`config.mk`:
```
export PLATFORM = sky130hd
export DESIGN_NAME = directory_name_table
export DESIGN_NICKNAME = d
export VERILOG_FILES = /design/src/rtl/core/dnt_pkg.sv /design/src/rtl/core/dnt_ram.sv /design/src/rtl/core/directory_name_table.sv
export SDC_FILE = /design/constraint.sdc
export NUM_CORES = 1
export LEC_CHECK = 0
export BUFFER_PORTS_ARGS = -buffer_cell sky130_fd_sc_hd__buf_2
export CAP_MARGIN = 15
export CORE_MARGIN = 8
export CORE_UTILIZATION = 25
export CTS_BUF_LIST = sky130_fd_sc_hd__clkbuf_16
export DETAILED_ROUTE_END_ITERATION = 6
export PLACE_DENSITY = 0.46
export SKIP_LAST_GASP = 1
export SYNTH_ARGS = -nofsm -noshare
export SYNTH_HDL_FRONTEND = slang
export SYNTH_SLANG_ARGS = --single-unit
```
`constraint.sdc`:
```
create_clock -name clk_i -period 6.56 [get_ports clk_i]
set_input_delay 0.984 -clock clk_i [delete_from_list [all_inputs] [get_ports clk_i]]
set_output_delay 0.984 -clock clk_i [all_outputs]
set_load 0.01 [all_outputs]
```
`src/rtl/core/dnt_pkg.sv`:
```
// Package for the directory name table: field widths, command and status codes.
// Used by the top level and by its checker; depends on nothing.
`timescale 1ns / 1ps
`default_nettype none

package dnt_pkg;

  // Fixed field widths of a request and of a result.
  localparam int unsigned NameW   = 64;
  localparam int unsigned SectorW = 10;
  localparam int unsigned SlotW   = 4;
  localparam int unsigned NameBytesMax = NameW / 8;

  // Command codes of a request.
  typedef enum logic [1:0] {
    CMD_FIND   = 2'd0,
    CMD_ADD    = 2'd1,
    CMD_REMOVE = 2'd2,
    CMD_RSVD   = 2'd3
  } cmd_e;

  // Status codes of a result.
  typedef enum logic [1:0] {
    ST_OK        = 2'd0,
    ST_NOT_FOUND = 2'd1,
    ST_PRESENT   = 2'd2,
    ST_FULL      = 2'd3
  } status_e;

endpackage

`default_nettype wire

```
`src/rtl/core/dnt_ram.sv`:
```
// Generic single-write, single-read RAM with a registered read port.
// Holds the name and sector of every directory slot; depends on nothing.
`timescale 1ns / 1ps
`default_nettype none

module dnt_ram #(
  parameter int unsigned Width = 74,
  parameter int unsigned Depth = 16,
  parameter int unsigned AddrW = (Depth > 1) ? $clog2(Depth) : 1
) (
  input  wire logic             clk_i,
  input  wire logic             we_i,
  input  wire logic [AddrW-1:0] waddr_i,
  input  wire logic [Width-1:0] wdata_i,
  input  wire logic [AddrW-1:0] raddr_i,
  output logic      [Width-1:0] rdata_o
);

  logic [Width-1:0] mem_q [Depth];

  // Write port and registered read port; the contents need no reset.
  always_ff @(posedge clk_i) begin
    if (we_i) begin
      mem_q[waddr_i] <= wdata_i;
    end
    rdata_o <= mem_q[raddr_i];
  end

endmodule

`default_nettype wire

```
`src/rtl/core/directory_name_table.sv`:
```
// Directory name table: request and result channels around a slot scanner.
// Uses dnt_pkg for widths and codes and dnt_ram for the name and sector store.
//
// Usage
//   A request (command, name key, new sector) is taken on the input channel
//   when in_valid_i and in_ready_o are both high. Find returns the sector and
//   slot of the matching entry, add fills the lowest free slot unless the name
//   is already present or the table is full, and remove frees the matching
//   slot. Exactly one result leaves on the output channel for each request.
//   The request is taken in the idle state, every slot is then scanned, and a
//   commit step writes the result register; ready returns in the same cycle
//   as the result becomes valid, so the block takes no new request until the
//   previous one has committed. The scan reads one slot a cycle through the
//   registered read port of the store and one name comparator.
//   The result is held in an output register, so a new request is taken while
//   an older result still waits; a finished request waits in its commit step
//   while the receiver stalls and the previous result is not yet taken.
//   Reset clears all valid marks at once and the output channel; the table is
//   empty and ready in the first cycle after reset.
`timescale 1ns / 1ps
`default_nettype none

module directory_name_table #(
  parameter int unsigned TABLE_ENTRIES = 16,
  parameter int unsigned NAME_BYTES    = 8
) (
  input  wire logic                          clk_i,
  input  wire logic                          rst_ni,
  input  wire logic                          in_valid_i,
  output logic                               in_ready_o,
  input  wire dnt_pkg::cmd_e                 command_i,
  input  wire logic [dnt_pkg::NameW-1:0]     name_key_i,
  input  wire logic [dnt_pkg::SectorW-1:0]   new_sector_i,
  output logic                               out_valid_o,
  input  wire logic                          out_ready_i,
  output dnt_pkg::status_e                   status_o,
  output logic      [dnt_pkg::SectorW-1:0]   found_sector_o,
  output logic      [dnt_pkg::SlotW-1:0]     slot_index_o
);

  import dnt_pkg::*;

  localparam int unsigned IdxW   = (TABLE_ENTRIES > 1) ? $clog2(TABLE_ENTRIES) : 1;
  localparam int unsigned CntW   = $clog2(TABLE_ENTRIES + 1);
  localparam int unsigned EntryW = NameW + SectorW;
  localparam logic [CntW-1:0] CntEnd = CntW'(TABLE_ENTRIES);

  typedef enum logic [1:0] {
    S_IDLE,
    S_SCAN,
    S_EXEC
  } state_e;

  // Keeps the bytes of a name up to its first zero byte and below NAME_BYTES.
  function automatic logic [NameW-1:0] norm_name(logic [NameW-1:0] key);
    logic [NameW-1:0] res;
    logic             keep;
    res  = '0;
    keep = 1'b1;
    for (int b = 0; b < NameBytesMax; b++) begin
      if (key[8*b +: 8] == 8'h00 || b >= NAME_BYTES) begin
        keep = 1'b0;
      end
      if (keep) begin
        res[8*b +: 8] = key[8*b +: 8];
      end
    end
    return res;
  endfunction

  state_e                    state_q, state_d;
  logic [TABLE_ENTRIES-1:0]  valid_q, valid_d;
  cmd_e                      cmd_q, cmd_d;
  logic [NameW-1:0]          name_q, name_d;
  logic [SectorW-1:0]        sector_q, sector_d;
  logic [CntW-1:0]           cnt_q, cnt_d;
  logic                      chk_vld_q, chk_vld_d;
  logic                      chk_ent_q, chk_ent_d;
  logic [IdxW-1:0]           chk_idx_q, chk_idx_d;
  logic                      hit_q, hit_d;
  logic [IdxW-1:0]           hit_idx_q, hit_idx_d;
  logic [SectorW-1:0]        hit_sec_q, hit_sec_d;
  logic                      free_q, free_d;
  logic [IdxW-1:0]           free_idx_q, free_idx_d;
  logic                      out_valid_q, out_valid_d;
  status_e                   status_q, status_d;
  logic [SectorW-1:0]        found_q, found_d;
  logic [SlotW-1:0]          slot_q, slot_d;

  logic [IdxW-1:0]           rd_idx;
  logic [EntryW-1:0]         rd_data;
  logic                      ram_we;
  logic                      out_free;

  assign rd_idx   = cnt_q[IdxW-1:0];
  assign out_free = !out_valid_q || out_ready_i;

  // Name and sector store, one entry per slot.
  dnt_ram #(
    .Width (EntryW),
    .Depth (TABLE_ENTRIES),
    .AddrW (IdxW)
  ) u_ram (
    .clk_i   (clk_i),
    .we_i    (ram_we),
    .waddr_i (free_idx_q),
    .wdata_i ({name_q, sector_q}),
    .raddr_i (rd_idx),
    .rdata_o (rd_data)
  );

  // Sequencer: take a request, scan every slot, then commit and report.
  always_comb begin
    state_d     = state_q;
    valid_d     = valid_q;
    cmd_d       = cmd_q;
    name_d      = name_q;
    sector_d    = sector_q;
    cnt_d       = cnt_q;
    chk_vld_d   = 1'b0;
    chk_ent_d   = chk_ent_q;
    chk_idx_d   = chk_idx_q;
    hit_d       = hit_q;
    hit_idx_d   = hit_idx_q;
    hit_sec_d   = hit_sec_q;
    free_d      = free_q;
    free_idx_d  = free_idx_q;
    out_valid_d = out_valid_q && !out_ready_i;
    status_d    = status_q;
    found_d     = found_q;
    slot_d      = slot_q;
    ram_we      = 1'b0;
    in_ready_o  = 1'b0;

    case (state_q)
      S_IDLE: begin
        in_ready_o = 1'b1;
        if (in_valid_i) begin
          cmd_d    = command_i;
          name_d   = norm_name(name_key_i);
          sector_d = new_sector_i;
          cnt_d    = '0;
          hit_d    = 1'b0;
          free_d   = 1'b0;
          state_d  = S_SCAN;
        end
      end

      S_SCAN: begin
        // Issue the read of the next slot and note the lowest free one.
        if (cnt_q != CntEnd) begin
          chk_vld_d = 1'b1;
          chk_ent_d = valid_q[rd_idx];
          chk_idx_d = rd_idx;
          cnt_d     = cnt_q + CntW'(1);
          if (!valid_q[rd_idx] && !free_q) begin
            free_d     = 1'b1;
            free_idx_d = rd_idx;
          end
        end else begin
          state_d = S_EXEC;
        end
        // Compare the slot read in the previous cycle.
        if (chk_vld_q && chk_ent_q && !hit_q &&
            rd_data[EntryW-1:SectorW] == name_q) begin
          hit_d     = 1'b1;
          hit_idx_d = chk_idx_q;
          hit_sec_d = rd_data[SectorW-1:0];
        end
      end

      S_EXEC: begin
        if (out_free) begin
          out_valid_d = 1'b1;
          status_d    = ST_NOT_FOUND;
          found_d     = '0;
          slot_d      = '0;
          case (cmd_q)
            CMD_FIND: begin
              if (hit_q) begin
                status_d = ST_OK;
                found_d  = hit_sec_q;
                slot_d   = SlotW'(hit_idx_q);
              end
            end
            CMD_ADD: begin
              if (hit_q) begin
                status_d = ST_PRESENT;
              end else if (free_q) begin
                status_d            = ST_OK;
                slot_d              = SlotW'(free_idx_q);
                ram_we              = 1'b1;
                valid_d[free_idx_q] = 1'b1;
              end else begin
                status_d = ST_FULL;
              end
            end
            CMD_REMOVE: begin
              if (hit_q) begin
                status_d           = ST_OK;
                slot_d             = SlotW'(hit_idx_q);
                valid_d[hit_idx_q] = 1'b0;
              end
            end
            default: begin
              status_d = ST_NOT_FOUND;
            end
          endcase
          state_d = S_IDLE;
        end
      end

      default: begin
        state_d = S_IDLE;
      end
    endcase
  end

  // State, valid marks, working registers and the registered result.
  always_ff @(posedge clk_i or negedge rst_ni) begin
    if (!rst_ni) begin
      state_q     <= S_IDLE;
      valid_q     <= '0;
      chk_vld_q   <= 1'b0;
      out_valid_q <= 1'b0;
      hit_q       <= 1'b0;
      free_q      <= 1'b0;
      cnt_q       <= '0;
    end else begin
      state_q     <= state_d;
      valid_q     <= valid_d;
      chk_vld_q   <= chk_vld_d;
      out_valid_q <= out_valid_d;
      hit_q       <= hit_d;
      free_q      <= free_d;
      cnt_q       <= cnt_d;
    end
  end

  // Payload registers carry no reset.
  always_ff @(posedge clk_i) begin
    cmd_q      <= cmd_d;
    name_q     <= name_d;
    sector_q   <= sector_d;
    chk_ent_q  <= chk_ent_d;
    chk_idx_q  <= chk_idx_d;
    hit_idx_q  <= hit_idx_d;
    hit_sec_q  <= hit_sec_d;
    free_idx_q <= free_idx_d;
    status_q   <= status_d;
    found_q    <= found_d;
    slot_q     <= slot_d;
  end

  assign out_valid_o    = out_valid_q;
  assign status_o       = status_q;
  assign found_sector_o = found_q;
  assign slot_index_o   = slot_q;

endmodule

`default_nettype wire

```
* Word level (Yosys, flattened, before mapping)
Memory sizes are Yosys's and may differ from the RTL's. A register that Yosys moved wholly into a read port is not among the register bits. Cells that the tools add are included. W data, S select, Z words.
Word-level totals: bits in registers 142, RAM bits 1184, bits of input ports 80, output and inout port bits 18, logic and storage cells 154, memories 1
Memories:
- u_ram.mem_q | words 16, width 74, rd ports 1, clocked after Yosys merged registers in 1, write ports 1, line dnt_ram.sv:19 | logic [Width-1:0] mem_q [Depth];
Cells by class: $add $sub $neg 1, $lt $le $gt $ge 5, equality and inequality tests 15, mux-type cells 67, bitwise logic cells 3, reduce and logical (&&, ||, !) cells 37
Operators by type and width (number):
- $eq A64 B64 Y1 | 1
- $logic_not A8 Y1 | 8
- $mux W16 | 3
- $mux W1 | 44
- $pmux W16 S2 | 1
- $ne A2 B2 Y1 const B | 9
- $and A16 B16 Y16 | 1
- $not A16 Y16 | 1
- $or A16 B16 Y16 | 1
- $lt A4 B5 Y1 const B | 3
- $mux W4 | 3
- $reduce_and A3 Y1 | 4
- $mux W2 | 5
- $mux W5 | 2
- $pmux W5 S2 | 1
- $reduce_and A2 Y1 | 5
- $demux W1 S4 | 2
- $ge A4 B1 Y1 const B | 2
- $pmux W4 S2 | 1
- $logic_and A1 B1 Y1 | 7
- $pmux W2 S3 | 1
- $reduce_and A6 Y1 | 1
- $add A5 B1 Y5 const B | 1
- $logic_not A1 Y1 | 5
- 11 further kinds | 16

* Logic depth before layout (Yosys ltp)
word-level depth 25, gate-level depth with buffers 11, depth with buffers taken out 8

* Hierarchy
Synthesis repeated with hierarchy kept, for this count alone.
Second synthesis, totals: cells, all modules 2364, area, all modules 52079.9 µm²
Modules (own cells, without submodules):
- dnt_ram | instances 1, cells an instance 1901, area each 45753.9 µm², seq. area each 37035.5 µm²
- directory_name_table | instances 1, cells an instance 463, area each 6326.1 µm², seq. area each 4129.0 µm²

* Least setup slack after synthesis
OpenSTA, ideal clock, no wires.
path kind in2reg, start point input out_ready_i, end point memory u_ram.mem_q[0][0] (enable), library setup time 599 ps, arrival 6778 ps, required time 5961 ps, slack -818 ps, stages 4, buffers on the path 0, cells stage by stage nor2b_1 -> nor3_2 -> or3b_1 -> nor3_1
On the way: cells in the longest elaborated chain, start to end 5
Ends and longest elaborated chain:
- start: declaration | line directory_name_table.sv:35 | input wire logic out_ready_i,
- $logic_or A1 B1 Y1 | line directory_name_table.sv:96 | assign out_free = !out_valid_q || out_ready_i;
- $mux W1 | line directory_name_table.sv:173 | if (out_free) begin
- $mux W1 | line directory_name_table.sv:135 | case (state_q)
- $mux W1 | line dnt_ram.sv:23 | if (we_i) begin
- $mux W1 (not written as such) | line dnt_ram.sv:24 | mem_q[waddr_i] <= wdata_i;
- end: declaration | line dnt_ram.sv:19
No other way between the ends.

* Worst setup path after layout
start point register state_q[0], end point memory u_ram.mem_q[13][40] (enable)
On the way: cells in the longest elaborated chain, start to end 4
Ends and longest elaborated chain:
- start: declaration | line directory_name_table.sv:71 | state_e state_q, state_d;
- start signal: assignment | line directory_name_table.sv:230 | state_q <= state_d;
- $eq A2 B2 Y1 | line directory_name_table.sv:135
- $mux W1 | line directory_name_table.sv:135
- $mux W1 | line dnt_ram.sv:23
- $mux W1 (not written as such) | line dnt_ram.sv:24
No other way between the ends.

==> flow_metrics.env <==
export IMPL_clockRootBuffer="clkbuf_16"
export IMPL_seq_area_frac_synth_pct=79.0
export IMPL_fin_cells=5309
export IMPL_drc=0
export IMPL_firstDrtPassIters=5
export IMPL_grt_pass1_wl_um=191000
export IMPL_maxSlewHeadroom_pct=24.4
export IMPL_required_ns=6.94
export IMPL_placed_cells=5012
export IMPL_clk_pin_slew_ns=0.06
export IMPL_worst_pin_slew_ns=1.13
export IMPL_synthAdderAreaFrac_pct=0.0480
export IMPL_netlist_instances=2176
export IMPL_crit_path_start_kind="flip-flop"
export IMPL_cpPeakStageDelay_ns=0.77
export IMPL_cts_sinks=1400
export IMPL_place_gp_congestion=0.703
export IMPL_synthToLayoutAreaGrowth_pct=17.8
export IMPL_synth_simple_gate_area_share_pct=2.13
export IMPL_status="finished, final reports clean"
export IMPL_post_cts_buffers=0
export IMPL_grt_start_max_net_pins=114
export IMPL_final_nets=2465
export IMPL_synth_seq_cells=1400
export IMPL_grt_pass1_vias=25300
export IMPL_critPathKind="flip-flop to flip-flop"
export IMPL_grt_overflow=0
export IMPL_arrival_ns=4.03
export IMPL_synth_top_family_by_area="multiplexers"
export IMPL_synthXorXnorAreaFrac_pct=0.924
export IMPL_slowest_stage="buf_4"
export IMPL_power_w=0.0243
export IMPL_vias_per_cell=4.43
export IMPL_ioPinCount=98
export IMPL_grt_usage_pct=11.8
export IMPL_endpoint_kind="flip-flop"
export IMPL_holdBufCountCts=0
export IMPL_h_tree_depth=4
export IMPL_finalHoldViolations=0
export IMPL_netlist_cell_type_count=45
export IMPL_p_leak_nw=19.0
export IMPL_syn_area_um2=52100
export IMPL_die_x_um=473
export IMPL_fp_row_count=167
export IMPL_crit_buf_inv=2
export IMPL_crit_top_cell="buf_4"
export IMPL_die_h_um=473
export IMPL_synth_compound_area_share_pct=0.667
export IMPL_io_buffers=97
export IMPL_max_freq_mhz=274
export IMPL_muxShareOfSynthArea_pct=16.2
export IMPL_fin_ws_ns=2.92
export IMPL_synth_edf_count=1299
export IMPL_clk_path_buf_depth=3
export IMPL_ys_flop_type="edfxtp_1"
export IMPL_clk_latency_ns=0.80
export IMPL_cp_max_fo=38
export IMPL_crit_path_cell_trace="nand2b_1, nor3_2, nand3b_1, nor2_4, buf_4, buf_4"
export IMPL_cp_top_family="buffers and inverters"
export IMPL_hpwlAfterDp_um=71000
export IMPL_powerDensity_nw_per_um2=396
export IMPL_core_area_um2=207000
export IMPL_fillers=19900
export IMPL_dieArea_um2=223000
export IMPL_final_layout_size_suffix_gt1_share_pct=30.3
export IMPL_synth_fp_nets=2258
export IMPL_rsz0062_at_grt="false"
export IMPL_synth_area_per_cell_um2=23.9
export IMPL_skew_ns=0.0535
export IMPL_finalCritPeriodShare_pct=55.6
export IMPL_ir_worst_vdd_uv=266
export IMPL_cts_tree="done"
export IMPL_maxCapViolations=0
export IMPL_setup_tns_ns=0
export IMPL_cts_buffers=157
export IMPL_min_path_type="input port to async pin"
export IMPL_drtIter0Drc=1899
export IMPL_pre_cts_slack_ns=2.38
export IMPL_post_route_min_period_ns=3.64
export IMPL_antenna_found_initial=9
export IMPL_start_util_pct=25.2
export IMPL_async_flop_share_pct=1.93
export IMPL_antenna_left=0
export IMPL_maxSlewViolCount=0
export IMPL_wl_per_cell_um=25.3
export IMPL_vias=23500
export IMPL_ctsResizeCount=0
export IMPL_totalWireLength_um=135000
export IMPL_yosysWarnings=0
export IMPL_setup_viol=0
report_power, final:
part	total (W)	leakage, nW	internal, W	switching (W)
clock	0.00845	2.62	0.00480	0.00365
sequential	0.0110	12.7	0.0104	0.000668
combinational	0.00479	3.70	0.00254	0.00225
total	0.0243	19.0	0.0177	0.00657
final timing paths:
check | from | to | slack, ns | cells after the start
setup / recovery | state_q[0] | u_ram.mem_q[13][40] | 2.92 | 6
hold / removal | rst_ni | out_valid_o | 0.22 | 1
setup reg to reg | state_q[0] | u_ram.mem_q[13][40] | 2.92 | 6
hold reg to reg | u_ram.rdata_o[7] | hit_sec_q[7] | 0.40 | 0
max in group asynchronous | rst_ni | cnt_q[2] | 5.83 | 1
min in group clk_i | new_sector_i[9] | sector_q[9] | 0.37 | 1
routing by layer:
metal / part of all wire [%] / global-route usage [%] / up-vias
met1: 44 / 15.9 / 13000
li1: - / - / 9680
met2: 49 / 19.7 / 656
met3: 5.4 / 2.52 / 171
met4: 1.8 / 2.99 / 2
met5: 0.015 / 0 / -
per-stage QoR:
stage | hold slack (ns) | util [%] | instance area [um^2]
6_report | 0.225 | 29.6 | 61400
5_1_grt | 0.221 | 29.6 | 61400
4_1_cts | 0.165 | 29.6 | 61400
3_5_place_dp | 0.389 | 27.2 | 56300
3_3_place_gp | 0.389 | 27.2 | 56300
2_1_floorplan | 0.386 | - | 52100
cells in the mapped netlist (8+ instances only):
master / n / area [um^2]
xnor2_1: 47 / 412
mux4_2: 375 / 8450
o22a_1: 8 / 70.1
buf_2: 49 / 245
nand4_1: 13 / 81.3
nor3_1: 8 / 40.0
a2bb2oi_1: 8 / 70.1
edfxtp_1: 1299 / 39000
nand2b_1: 14 / 87.6
clkbuf_1: 36 / 135
nor4_1: 17 / 106
and2_1: 59 / 369
dfrtp_1: 27 / 676
nor2_1: 20 / 75.1
inv_1: 11 / 41.3
nand2_1: 15 / 56.3
dfxtp_1: 74 / 1480
xor2_1: 8 / 70.1
and3_1: 11 / 68.8
sequential cells by signal, indices dropped and copies added (netlist names), 4 cells and up:
signal,count
chk_idx_q,4
cnt_q,5
found_sector_o,10
free_idx_q,4
hit_idx_q,4
hit_sec_q,10
name_q,64
sector_q,10
slot_index_o,4
u_ram.mem_q,1184
u_ram.rdata_o,74
valid_q,16
layout make-up:
class                   instances  area [um^2]  area share (%)
flip-flops and latches       1400        41200            67.1
multi-input cells             664        10600            17.2
clock buffers                 157         3930            6.40
well taps                    2788         3490            5.68
clock inverters               137         1130            1.84
repair buffers                149         1050            1.71
inverters                      11         43.8          0.0713
diodes                          3         7.51          0.0122
cell usage in the layout (no fill, tap or decap), types with 5 or more instances in the layout:
cell type and instances:
edfxtp_1 1299, mux4_2 375, clkbuf_16 157, buf_2 97, dfxtp_1 74, and2_1 59, inv_1 56, xnor2_1 47
buf_4 38, clkinv_1 35, dfrtp_1 23, clkinv_2 20, nor4_1 17, nand2_1 15, nand2b_1 14, buf_12 14
nand4_1 13, nor2_4 12, and3_1 11, bufinv_16 10, xor2_1 8, a2bb2oi_1 8, o22a_1 8, clkinv_16 8
nor2b_1 7, nor2_1 7, nand3_1 7, nand3b_1 5, a22o_1 5, clkinvlp_4 5
cell families (layout without fill, tap and decap cells):
group                    count (synthesis)  in the layout
AO/OA/AOI/OAI                           43             43
XOR/XNOR                                55             55
adder cells (fa/ha/maj)                  2              2
buffers and inverters                  112            454
flip-flops                            1400           1400
multiplexers                           375            375
other                                    0              3
AND/OR/NAND/NOR                        189            189
Power figures use the tool's default switching activity.
